==> config.mk <==
export PLATFORM = sky130hd
export DESIGN_NAME = cpl_div_cell
export DESIGN_NICKNAME = d
export VERILOG_FILES = /design/src/design/cpl_pkg.sv /design/src/design/cpl_div_cell.sv
export SDC_FILE = /design/constraint.sdc
export NUM_CORES = 1
export LEC_CHECK = 0
export CORE_MARGIN = 4
export CORE_UTILIZATION = 65
export DETAILED_ROUTE_END_ITERATION = 16
export DONT_BUFFER_PORTS = 1
export PLACE_DENSITY = 0.86
export SLEW_MARGIN = 20
export SYNTH_ARGS = -nofsm -noshare
export SYNTH_HDL_FRONTEND = slang
export SYNTH_SLANG_ARGS = --single-unit
==> constraint.sdc <==
create_clock -name clk -period 5 [get_ports clk]
set_clock_uncertainty 0.05 [all_clocks]
set_input_delay 1 -clock clk [delete_from_list [all_inputs] [get_ports clk]]
set_output_delay 1 -clock clk [all_outputs]
set_load 0.005 [all_outputs]
==> src/design/cpl_pkg.sv <==
package cpl_pkg;

  localparam int IDX_W    = 12;   // child index
  localparam int CNT_W    = 13;   // column / row count
  localparam int DV_W     = 14;   // divisor and partial remainder
  localparam int DQ_W     = 61;   // dividend / quotient shift word
  localparam int FRONT_N  = IDX_W;
  localparam int LANE_N   = DQ_W;
  localparam int CORDIC_N = 16;
  localparam int STG_W    = 5;
  localparam int CW       = 34;   // CORDIC datapath width
  localparam int LATENCY  = FRONT_N + LANE_N + CORDIC_N + 5;

  localparam logic signed [CW-1:0] GAIN_Q30 = 34'sd652032874;
  localparam logic signed [31:0]   ONE_Q30  = 32'sd1073741824;

  localparam logic [2:0] CFG_MODE   = 3'd0;
  localparam logic [2:0] CFG_RADIUS = 3'd1;
  localparam logic [2:0] CFG_START  = 3'd2;
  localparam logic [2:0] CFG_STOP   = 3'd3;
  localparam logic [2:0] CFG_COLS   = 3'd4;
  localparam logic [2:0] CFG_ROWS   = 3'd5;

  localparam logic MODE_CIRCLE = 1'b0;
  localparam logic MODE_GRID   = 1'b1;

  // per-item sideband that rides along the pipeline
  typedef struct packed {
    logic        vld;
    logic [31:0] bx;
    logic [31:0] by;
    logic [11:0] idx;
    logic        negx;
    logic        negy;
    logic [32:0] gqx;
    logic [32:0] gqy;
    logic [1:0]  quad;
  } ctx_t;

  // atan(2^-i) in turns, 32 fraction bits
  function automatic logic [31:0] atan_turn(input logic [STG_W-1:0] i);
    logic [31:0] a;
    unique case (i)
      5'd0:    a = 32'h2000_0000;
      5'd1:    a = 32'h12E4_051E;
      5'd2:    a = 32'h09FB_385B;
      5'd3:    a = 32'h0511_11D4;
      5'd4:    a = 32'h028B_0D43;
      5'd5:    a = 32'h0145_D7E1;
      5'd6:    a = 32'h00A2_F61E;
      5'd7:    a = 32'h0051_7C55;
      5'd8:    a = 32'h0028_BE53;
      5'd9:    a = 32'h0014_5F2F;
      5'd10:   a = 32'h000A_2F98;
      5'd11:   a = 32'h0005_17CC;
      5'd12:   a = 32'h0002_8BE6;
      5'd13:   a = 32'h0001_45F3;
      5'd14:   a = 32'h0000_A2FA;
      5'd15:   a = 32'h0000_517D;
      5'd16:   a = 32'h0000_28BE;
      5'd17:   a = 32'h0000_145F;
      5'd18:   a = 32'h0000_0A30;
      5'd19:   a = 32'h0000_0518;
      5'd20:   a = 32'h0000_028C;
      5'd21:   a = 32'h0000_0146;
      5'd22:   a = 32'h0000_00A3;
      5'd23:   a = 32'h0000_0051;
      default: a = 32'h0000_0000;
    endcase
    return a;
  endfunction

endpackage

==> src/design/cpl_div_cell.sv <==
// one restoring-division step: shift one dividend bit in, emit one quotient bit
module cpl_div_cell (
  input  logic                       clk,
  input  logic [cpl_pkg::DV_W-1:0]   rem_i,
  input  logic [cpl_pkg::DQ_W-1:0]   dq_i,
  input  logic [cpl_pkg::DV_W-1:0]   dvs_i,
  output logic [cpl_pkg::DV_W-1:0]   rem_r,
  output logic [cpl_pkg::DQ_W-1:0]   dq_r
);

  logic [cpl_pkg::DV_W:0]   trial;
  logic [cpl_pkg::DV_W:0]   diff;
  logic                     ge;
  logic [cpl_pkg::DV_W-1:0] rem_nxt;
  logic [cpl_pkg::DQ_W-1:0] dq_nxt;

  always_comb begin
    trial   = {rem_i, dq_i[cpl_pkg::DQ_W-1]};
    diff    = trial - {1'b0, dvs_i};
    ge      = (trial >= {1'b0, dvs_i});
    rem_nxt = ge ? diff[cpl_pkg::DV_W-1:0] : trial[cpl_pkg::DV_W-1:0];
    dq_nxt  = {dq_i[cpl_pkg::DQ_W-2:0], ge};
  end

  always_ff @(posedge clk) begin
    rem_r <= rem_nxt;
    dq_r  <= dq_nxt;
  end

endmodule

==> out/qor.yml <==
status: "finished clean"
pin_count: 165
synth_cell_type_count: 45
clkTransAtPathRegs_ns: 0.08
finalWeightedCongestion: 0.8916
critPathRequiredTime_ns: 5.19
irDropWorstVdd_v: 0.0003388
initial_core_util: 0.6764
holdPathEnd: "dq_r[19]"
detail_route.wl_per_cell_um: 25.04
dieWidth_um: 69.96
power.leakage_nw: 1.247
core_um2: 3689
synth_ff_type: "dfxtp_1"
arrival_ns: 3.18
syn-cell-area_um2: 2495
vias_per_cell: 5.903
clock-root-buffer: "clkbuf_8"
synth-edff-count: 0
grt_setup_unrepaired: "false"
min_period_ns: 2.991
crit_type: "in -> reg"
yosysWarnings: 0
h-tree-depth: 3
portBuffers: 0
pwr-share-comb: 0.105
cts_setup_buffers: 0
grt_max_degree: 16
intPower_w: 0.001057
post-dp-hpwl_mm: 5.187
grt_pass1_vias: 1577
timing.max_cap.violations: 0
powerDensity_nw_per_um2: 497.1
dieArea_um2: 4894
grt.total_usage: 0.2673
clock-sinks: 75
drive_gt1_frac: 0.1754
setup_violations: 0
ant_nets: 0
yosysMostFrequentCell: "dfxtp_1"
hp-start: "dq_i[18]"
crit_fanout: 15
synth_area_per_cell_um2: 12.60
post-route-drc-count: 0
synth_seq_area_share: 0.6018
die_y_um: 69.96
grt_pass1_wl_mm: 9.563
slew_viol_final: 0
switching_share: 0.2345
cp-startpoint: "dvs_i[1]"
drt_first_iter_violations: 96
cp-start-kind: "input pin"
cts_tree: "done"
cts_resized: 0
power.clock.fraction: 0.402
ys_ff_latch: 75
wirelength_mm: 6.486
antenna_found_initial: 0
hold_buffers: 0
dr.pass1.iters: 4
switching_power_w: 0.0003237
syn-num-nets: 304
slew_headroom: 0.3576
hp-class: "in -> reg"
timing.fmax_mhz: 334.3
core.rowCount: 22
antenna_cells: 0
syn_inst: 198
min_path_cells: 0
synth_top_area_share: 0.6018
synthArstFlopShare: 0
seqPwrFrac: 0.494
synth_common_cells: "75 x dfxtp_1, 20 x inv_1, 15 x ha_1, 8 x mux2_4, 8 x xnor2_1"
tightest_slew_ns: 0.9634
finalSetupTns_ns: 0
worstSetupEndpointType: "flip-flop"
num-nets-final: 313
synth_area_leader_cell: "dfxtp_1"
hold_violations: 0
total_power_w: 0.001380
post-route-period-util: 0.5982
synth.area.top_cells: "dfxtp_1 60%, ha_1 7.5%, mux2_4 4.8%, inv_1 3.0%, xnor2_1 2.8%"
clockBufferDepth: 2
area_growth_pct: 11.28
overflow: 0
vias: 1529
cts-buffers-inserted: 9
## layout make-up
cell class                      count  area (um^2)
Fill cell                         260        912.1
Tap cell                           48        60.06
Multi-Input combinational cell    101        903.4
Clock buffer                        9        123.9
Clock inverter                      6        112.6
Inverter                           20        75.07
Sequential cell                    75         1501
## worst max path at each step
stage	endpoint	slack [ns]	depth (start not counted)
after floorplan	rem_r[10]	2.13	10
after global placement	rem_r[1]	1.76	8
after detailed placement	rem_r[3]	1.65	8
after CTS	rem_r[3]	2.02	8
after global routing	rem_r[1]	1.88	8
final	rem_r[2]	2.01	8
## layout by cell type, fill, tap and decap left out, types with 2 or more instances in the layout
master and count:
dfxtp_1 75, inv_1 20, ha_1 15, clkbuf_8 9
mux2_4 8, xnor2_1 8, a21oi_1 7, o21a_1 5
mux2_2 5, nor2_1 4, nand2_1 3, nor2b_1 3
nor3_1 3, bufinv_16 3, and3_1 2, o2111ai_1 2
nand4_1 2, or3_1 2, o21ai_0 2, nand3_1 2
o22ai_1 2, xor2_1 2, mux2i_1 2, inv_6 2
## kinds of logic (layout without fill, tap and decap cells)
kind of cell	count (synthesis)	after routing	synth area share
flip-flops	75	75	0.6018
AO/OA/AOI/OAI	35	35	0.1068
AND/OR/NAND/NOR	25	25	0.05817
buffers and inverters	22	35	0.03611
adder cells (fa/ha/maj)	16	16	0.08325
multiplexers	15	15	0.07874
XOR/XNOR	10	10	0.03511
## metal layers
metal / part of all wire / up-vias / global-route usage
met5: 0 / - / 0
met4: 0.012 / 0 / 0.09787
met3: 0.086 / 8 / 0.1151
met2: 0.53 / 92 / 0.4586
met1: 0.37 / 728 / 0.2923
li1: - / 701 / -
## through the flow
step	utilization	instances	hold slack (ns)	area, um^2	setup slack [ns]
after floorplan	-	198	0.9777	2495	2.135
after global placement	0.6886	244	0.9778	2540	1.757
after detailed placement	0.6886	244	0.9778	2540	1.651
after CTS	0.7527	259	0.6080	2776	2.025
after global routing	0.7527	259	0.5973	2776	1.877
final	0.7527	259	0.6242	2776	2.009
## registers in the layout, indices dropped and copies added, names as in the netlist
name,flops
dq_r,61
rem_r,14
## worst max-delay path: stages
cell,delay (ns)
inv_1,0.04
ha_1,0.29
nor2b_1,0.18
o2111ai_1,0.16
nand3b_1,0.21
a31oi_1,0.08
o21ai_2,0.78
mux2_2,0.41
## power by group through the flow
stage          combinational (W)  sequential, W  clock [W]
2_1_floorplan           0.000123       0.000682          0
3_3_place_gp            0.000138       0.000694          0
3_5_place_dp            0.000143       0.000696          0
4_1_cts                 0.000144       0.000683   0.000560
5_1_grt                 0.000160       0.000685   0.000586
6_report                0.000144       0.000681   0.000555
Note: power is estimated with default switching activity, not from simulation.
