## config.mk

```make
export PLATFORM = sky130hd
export DESIGN_NAME = cpl_cordic_cell
export DESIGN_NICKNAME = d
export VERILOG_FILES = /design/src/design/cpl_pkg.sv /design/src/design/cpl_cordic_cell.sv
export SDC_FILE = /design/constraint.sdc
export NUM_CORES = 1
export LEC_CHECK = 0
export BUFFER_PORTS_ARGS = -buffer_cell sky130_fd_sc_hd__buf_2
export CAP_MARGIN = 20
export CORE_ASPECT_RATIO = 1.5
export CORE_MARGIN = 5
export CORE_UTILIZATION = 51
export CTS_CLUSTER_SIZE = 20
export DETAILED_ROUTE_END_ITERATION = 8
export HOLD_SLACK_MARGIN = 0.08
export PLACE_DENSITY = 0.74
export SYNTH_ARGS = -nofsm -noshare
export SYNTH_HDL_FRONTEND = slang
export SYNTH_SLANG_ARGS = --single-unit
```

## constraint.sdc

```tcl
create_clock -name clk -period 5.9 [get_ports clk]
set_input_delay 0 -clock clk [delete_from_list [all_inputs] [get_ports clk]]
set_output_delay 0 -clock clk [all_outputs]
set_load 0.01 [all_outputs]
```

## src/design/cpl_pkg.sv

```systemverilog
package cpl_pkg;

  localparam int IDX_W    = 12;   // child index
  localparam int CNT_W    = 13;   // column / row count
  localparam int DV_W     = 14;   // divisor and partial remainder
  localparam int DQ_W     = 61;   // dividend / quotient shift word
  localparam int FRONT_N  = IDX_W;
  localparam int LANE_N   = DQ_W;
  localparam int CORDIC_N = 16;
  localparam int STG_W    = 5;
  localparam int CW       = 34;   // CORDIC datapath width
  localparam int LATENCY  = FRONT_N + LANE_N + CORDIC_N + 5;

  localparam logic signed [CW-1:0] GAIN_Q30 = 34'sd652032874;
  localparam logic signed [31:0]   ONE_Q30  = 32'sd1073741824;

  localparam logic [2:0] CFG_MODE   = 3'd0;
  localparam logic [2:0] CFG_RADIUS = 3'd1;
  localparam logic [2:0] CFG_START  = 3'd2;
  localparam logic [2:0] CFG_STOP   = 3'd3;
  localparam logic [2:0] CFG_COLS   = 3'd4;
  localparam logic [2:0] CFG_ROWS   = 3'd5;

  localparam logic MODE_CIRCLE = 1'b0;
  localparam logic MODE_GRID   = 1'b1;

  // per-item sideband that rides along the pipeline
  typedef struct packed {
    logic        vld;
    logic [31:0] bx;
    logic [31:0] by;
    logic [11:0] idx;
    logic        negx;
    logic        negy;
    logic [32:0] gqx;
    logic [32:0] gqy;
    logic [1:0]  quad;
  } ctx_t;

  // atan(2^-i) in turns, 32 fraction bits
  function automatic logic [31:0] atan_turn(input logic [STG_W-1:0] i);
    logic [31:0] a;
    unique case (i)
      5'd0:    a = 32'h2000_0000;
      5'd1:    a = 32'h12E4_051E;
      5'd2:    a = 32'h09FB_385B;
      5'd3:    a = 32'h0511_11D4;
      5'd4:    a = 32'h028B_0D43;
      5'd5:    a = 32'h0145_D7E1;
      5'd6:    a = 32'h00A2_F61E;
      5'd7:    a = 32'h0051_7C55;
      5'd8:    a = 32'h0028_BE53;
      5'd9:    a = 32'h0014_5F2F;
      5'd10:   a = 32'h000A_2F98;
      5'd11:   a = 32'h0005_17CC;
      5'd12:   a = 32'h0002_8BE6;
      5'd13:   a = 32'h0001_45F3;
      5'd14:   a = 32'h0000_A2FA;
      5'd15:   a = 32'h0000_517D;
      5'd16:   a = 32'h0000_28BE;
      5'd17:   a = 32'h0000_145F;
      5'd18:   a = 32'h0000_0A30;
      5'd19:   a = 32'h0000_0518;
      5'd20:   a = 32'h0000_028C;
      5'd21:   a = 32'h0000_0146;
      5'd22:   a = 32'h0000_00A3;
      5'd23:   a = 32'h0000_0051;
      default: a = 32'h0000_0000;
    endcase
    return a;
  endfunction

endpackage

```

## src/design/cpl_cordic_cell.sv

```systemverilog
// one CORDIC rotation step, floor shifts
module cpl_cordic_cell (
  input  logic                          clk,
  input  logic [cpl_pkg::STG_W-1:0]     stage_i,
  input  logic signed [cpl_pkg::CW-1:0] x_i,
  input  logic signed [cpl_pkg::CW-1:0] y_i,
  input  logic signed [cpl_pkg::CW-1:0] z_i,
  output logic signed [cpl_pkg::CW-1:0] x_r,
  output logic signed [cpl_pkg::CW-1:0] y_r,
  output logic signed [cpl_pkg::CW-1:0] z_r
);

  logic signed [cpl_pkg::CW-1:0] sx, sy, at;
  logic signed [cpl_pkg::CW-1:0] x_nxt, y_nxt, z_nxt;

  always_comb begin
    sx = x_i >>> stage_i;
    sy = y_i >>> stage_i;
    at = $signed({2'b00, cpl_pkg::atan_turn(stage_i)});
    if (!z_i[cpl_pkg::CW-1]) begin
      x_nxt = x_i - sy;
      y_nxt = y_i + sx;
      z_nxt = z_i - at;
    end else begin
      x_nxt = x_i + sy;
      y_nxt = y_i - sx;
      z_nxt = z_i + at;
    end
  end

  always_ff @(posedge clk) begin
    x_r <= x_nxt;
    y_r <= y_nxt;
    z_r <= z_nxt;
  end

endmodule
```

==> results.rst <==
.. list-table::
   :header-rows: 1

   * - Metric
     - Value
   * - Post-synth top area share
     - between 10% and 20%
   * - Hold path start
     - z_i[29]
   * - Number of buffers between clock root and the deepest sink
     - 2
   * - Dominant register cell in the synthesized netlist
     - sky130_fd_sc_hd__dfxtp_1
   * - Leading cell type by number of instances after synthesis
     - sky130_fd_sc_hd__a21oi_1
   * - Biggest area contributors in the synthesized netlist
     - sky130_fd_sc_hd__dfxtp_1, sky130_fd_sc_hd__mux4_2, sky130_fd_sc_hd__ha_1
   * - Num Clock Sinks
     - ~100
   * - Share of layout cells above drive strength 1
     - 29.78%
   * - Critical path data required time
     - between 6 and 7 ns
   * - Final setup violation count
     - 0
   * - Vertical die dimension
     - 218.2 um
   * - Vias/cell
     - 6.597
   * - Pin count of the biggest net entering global routing
     - between 50 and 60
   * - Final worst path period share
     - 94.64%
   * - Global-route wire length before repair
     - between 100 and 150 mm
   * - Fin crit period
     - between 5 and 6 ns
   * - Result of the run
     - finished, final reports clean
   * - Worst relative slew slack
     - 24.79%
   * - Number of global-route vias before repair
     - 17.59k
   * - Capturing element type of the critical path
     - flip-flop
   * - Sequential element share of the synthesized area
     - 13.85%
   * - Hold path cells
     - 4
   * - Number of levels the H-tree was split into
     - 3
   * - Path category of the worst min-delay check
     - in2reg
   * - Leakage power of the design
     - 8.199 nW
   * - Number of primary I/O pins
     - 210
   * - Global-route total usage across every layer
     - 40.74%
   * - Final hold violation count
     - 0
   * - Category of the most critical setup path
     - in2reg
   * - GRT Max-Usage Layer
     - met2
   * - Number of buffers inserted during clock tree synthesis
     - 9
   * - Die Span X
     - 148.8 um
   * - Number of nets produced by synthesis
     - 1,998
   * - Buffers inserted during post-CTS setup optimization
     - 0
   * - Signal arrival time at the worst endpoint
     - 5.87 ns
   * - Largest area contributor in the netlist
     - sky130_fd_sc_hd__dfxtp_1
   * - Total Nets Final
     - 2,413
   * - Number of port buffers
     - 209
   * - Proportion of synthesized flip-flops having asynchronous set or reset
     - 0%
   * - Initial antenna violation count
     - 2
   * - Overall overflow remaining after global route
     - 0
   * - Average wire length per cell after detail routing
     - between 20 and 30 um
   * - Synthesis-stage register bit count
     - 102
   * - Antenna-violating nets left
     - 0
   * - Starting Density
     - 51.51%
   * - Worst voltage drop across the vdd grid
     - 282.0 uV
   * - Post-synthesis instance area
     - ~0.015 mm^2
   * - Power per Cell Area
     - 259.1 mW/mm^2
   * - Detailed Route Iter0 Violations
     - 1,589
   * - Area added between synthesis and finish
     - 25.55%
   * - Number of standard cells after synthesis
     - 1,777
   * - Number of violations of the max-capacitance limit
     - 0
   * - Area enclosed by the die boundary
     - 0.03248 mm^2
   * - Clock-pin slew of the registers on the worst-case setup and hold paths
     - 0.08 ns
   * - Total wirelength of the detailed-routed design
     - ~68 mm
   * - Worst-path maximum fanout
     - 28
   * - DP HPWL
     - around 54 mm
   * - Router iterations before antenna repair
     - 6
   * - Post-synth EDFFs
     - 0
   * - Unrepaired setup endpoints after global routing
     - no
   * - Worst hold endpoint
     - z_r[30]
   * - Synth cell count leaders
     - sky130_fd_sc_hd__a21oi_1, sky130_fd_sc_hd__nor2_1, sky130_fd_sc_hd__nand2_1, sky130_fd_sc_hd__ha_1, sky130_fd_sc_hd__xnor2_1
   * - Core area
     - 0.02862 mm^2
   * - Number of warnings reported in the yosys synthesis log
     - 0
   * - Crit path launch
     - stage_i[0]
   * - Final number of max-transition violations
     - 0
   * - Summed negative setup slack over all endpoints
     - 0 ns
   * - Number of rows in the core area
     - 76
   * - Maximum clock rate
     - 179.1 MHz
   * - Critical Path Source Type
     - input pin
   * - Post-Syn Area per Cell
     - 8.297 um^2
   * - Unique masters post-synth
     - 94
   * - Residual DRC
     - 0
   * - Met2 global-route usage
     - between 70 and 80%
   * - Placer's final routability congestion estimate
     - 1.065
   * - Via count
     - 17.07k
   * - CTS tree
     - built
   * - Total Power Consumption
     - 4.797 mW
   * - Met1 track demand over resource in global routing
     - 39.43%
   * - Clk root buf
     - sky130_fd_sc_hd__clkbuf_16
   * - Slew at the pin closest to its max-slew limit
     - 1.126 ns
   * - Met3 track utilization from global routing
     - 8.567%
==> critical path: stages <==
cell and delay [ns]:
sky130_fd_sc_hd__buf_6 0.28, sky130_fd_sc_hd__buf_4 0.24, sky130_fd_sc_hd__mux2i_1 0.39, sky130_fd_sc_hd__mux4_2 0.35, sky130_fd_sc_hd__mux2i_1 0.34, sky130_fd_sc_hd__a221o_1 0.53
sky130_fd_sc_hd__nor4b_2 0.44, sky130_fd_sc_hd__nand2_1 0.10, sky130_fd_sc_hd__buf_4 0.18, sky130_fd_sc_hd__nor2_1 0.19, sky130_fd_sc_hd__nor2_1 0.08, sky130_fd_sc_hd__xnor2_1 0.35
sky130_fd_sc_hd__ha_1 0.34, sky130_fd_sc_hd__a21o_1 0.18, sky130_fd_sc_hd__a211o_1 0.29, sky130_fd_sc_hd__nor4_1 0.38, sky130_fd_sc_hd__buf_4 0.19, sky130_fd_sc_hd__nor3_2 0.06
sky130_fd_sc_hd__o211ai_1 0.27, sky130_fd_sc_hd__o311ai_1 0.18, sky130_fd_sc_hd__a2111o_1 0.39, sky130_fd_sc_hd__o311ai_0 0.11
==> cell families after synthesis <==
family	Yosys count	synth area share, %
xor gates and xnor gates	173	10.28
AOI/OAI and AO/OA	570	26.11
buffers and inverters	160	4.829
adders and majority gates	113	9.743
muxes	175	18.87
and+or+nand+nor	484	16.32
DFF	102	13.85
==> placed cells by master (no fill, tap or decap), types with 16 or more instances in the layout <==
master	count
sky130_fd_sc_hd__dfxtp_1	102
sky130_fd_sc_hd__a211oi_1	21
sky130_fd_sc_hd__buf_2	206
sky130_fd_sc_hd__and2_1	17
sky130_fd_sc_hd__dlygate4sd3_1	32
sky130_fd_sc_hd__a31oi_1	25
sky130_fd_sc_hd__nand3_1	21
sky130_fd_sc_hd__o21a_1	17
sky130_fd_sc_hd__buf_4	264
sky130_fd_sc_hd__nor2_1	147
sky130_fd_sc_hd__a21o_1	37
sky130_fd_sc_hd__o211ai_1	19
sky130_fd_sc_hd__nor3_1	37
sky130_fd_sc_hd__inv_1	53
sky130_fd_sc_hd__mux2_2	44
sky130_fd_sc_hd__ha_1	110
sky130_fd_sc_hd__xor2_1	65
sky130_fd_sc_hd__mux4_2	76
sky130_fd_sc_hd__nand2_1	117
sky130_fd_sc_hd__and3_1	16
sky130_fd_sc_hd__nor2b_1	27
sky130_fd_sc_hd__nand2b_1	21
sky130_fd_sc_hd__a21oi_1	165
sky130_fd_sc_hd__xnor2_1	108
sky130_fd_sc_hd__mux2i_1	52
sky130_fd_sc_hd__o21ai_0	95
==> sequential cells by signal (all words and copies together), names as in the netlist <==
signal and flops:
y_r 34, x_r 34, z_r 34
==> timing repair <==
item / 4_1_cts / 5_1_grt
endpoints found under the hold margin: 33 / 0
resized for setup: 0 / 2
hold buffers: 32 / 0
setup endpoints to repair: 0 / 2
==> where the power goes <==
group	internal (mW)	switching, mW
combinational	1.36	1.70
sequential	0.997	0.0694
clock	0.336	0.337
total	2.69	2.10
==> cell type report <==
class,instances,area (um^2)
multi-input combinational,1515,12000
fill,2448,10110
timing repair buffer,509,3465
sequential,102,2042
tap,390,488.0
clock buffer,9,225.2
inverter,55,206.4
clock inverter,6,78.83
antenna,2,5.005
==> how the worst max path moves through the flow <==
stage          endpoint  slack (ns)  cells past startpoint
3_3_place_gp    y_r[32]        0.06                     22
2_1_floorplan   z_r[33]        0.28                     26
3_5_place_dp    y_r[32]        0.01                     22
5_1_grt         x_r[28]        0.02                     22
4_1_cts         y_r[32]        0.38                     22
6_report        y_r[32]        0.32                     22
==> metal layers <==
metal  wire [um]  part of all wire, %  up-vias
li1            -                    -     7598
met1       22100                   33     8104
met2       33480                   49     1022
met3        5340                  7.9      350
met4        7063                   10        0
met5           0                    0        -
==> metrics by stage <==
step           util, %  instances  area (um^2)  setup slack (ns)  hold WS [ns]
2_1_floorplan        -       1777        14740            0.2756        0.1298
3_3_place_gp     62.45       2539        17880           0.05868        0.2253
3_5_place_dp     62.45       2539        17880          0.009964        0.2388
4_1_cts          64.64       2586        18500            0.3788       0.08433
5_1_grt          64.67       2588        18510           0.02098        0.1138
6_report         64.67       2588        18510            0.3164       0.09015
No activity file was read; power rests on OpenSTA's default activity.
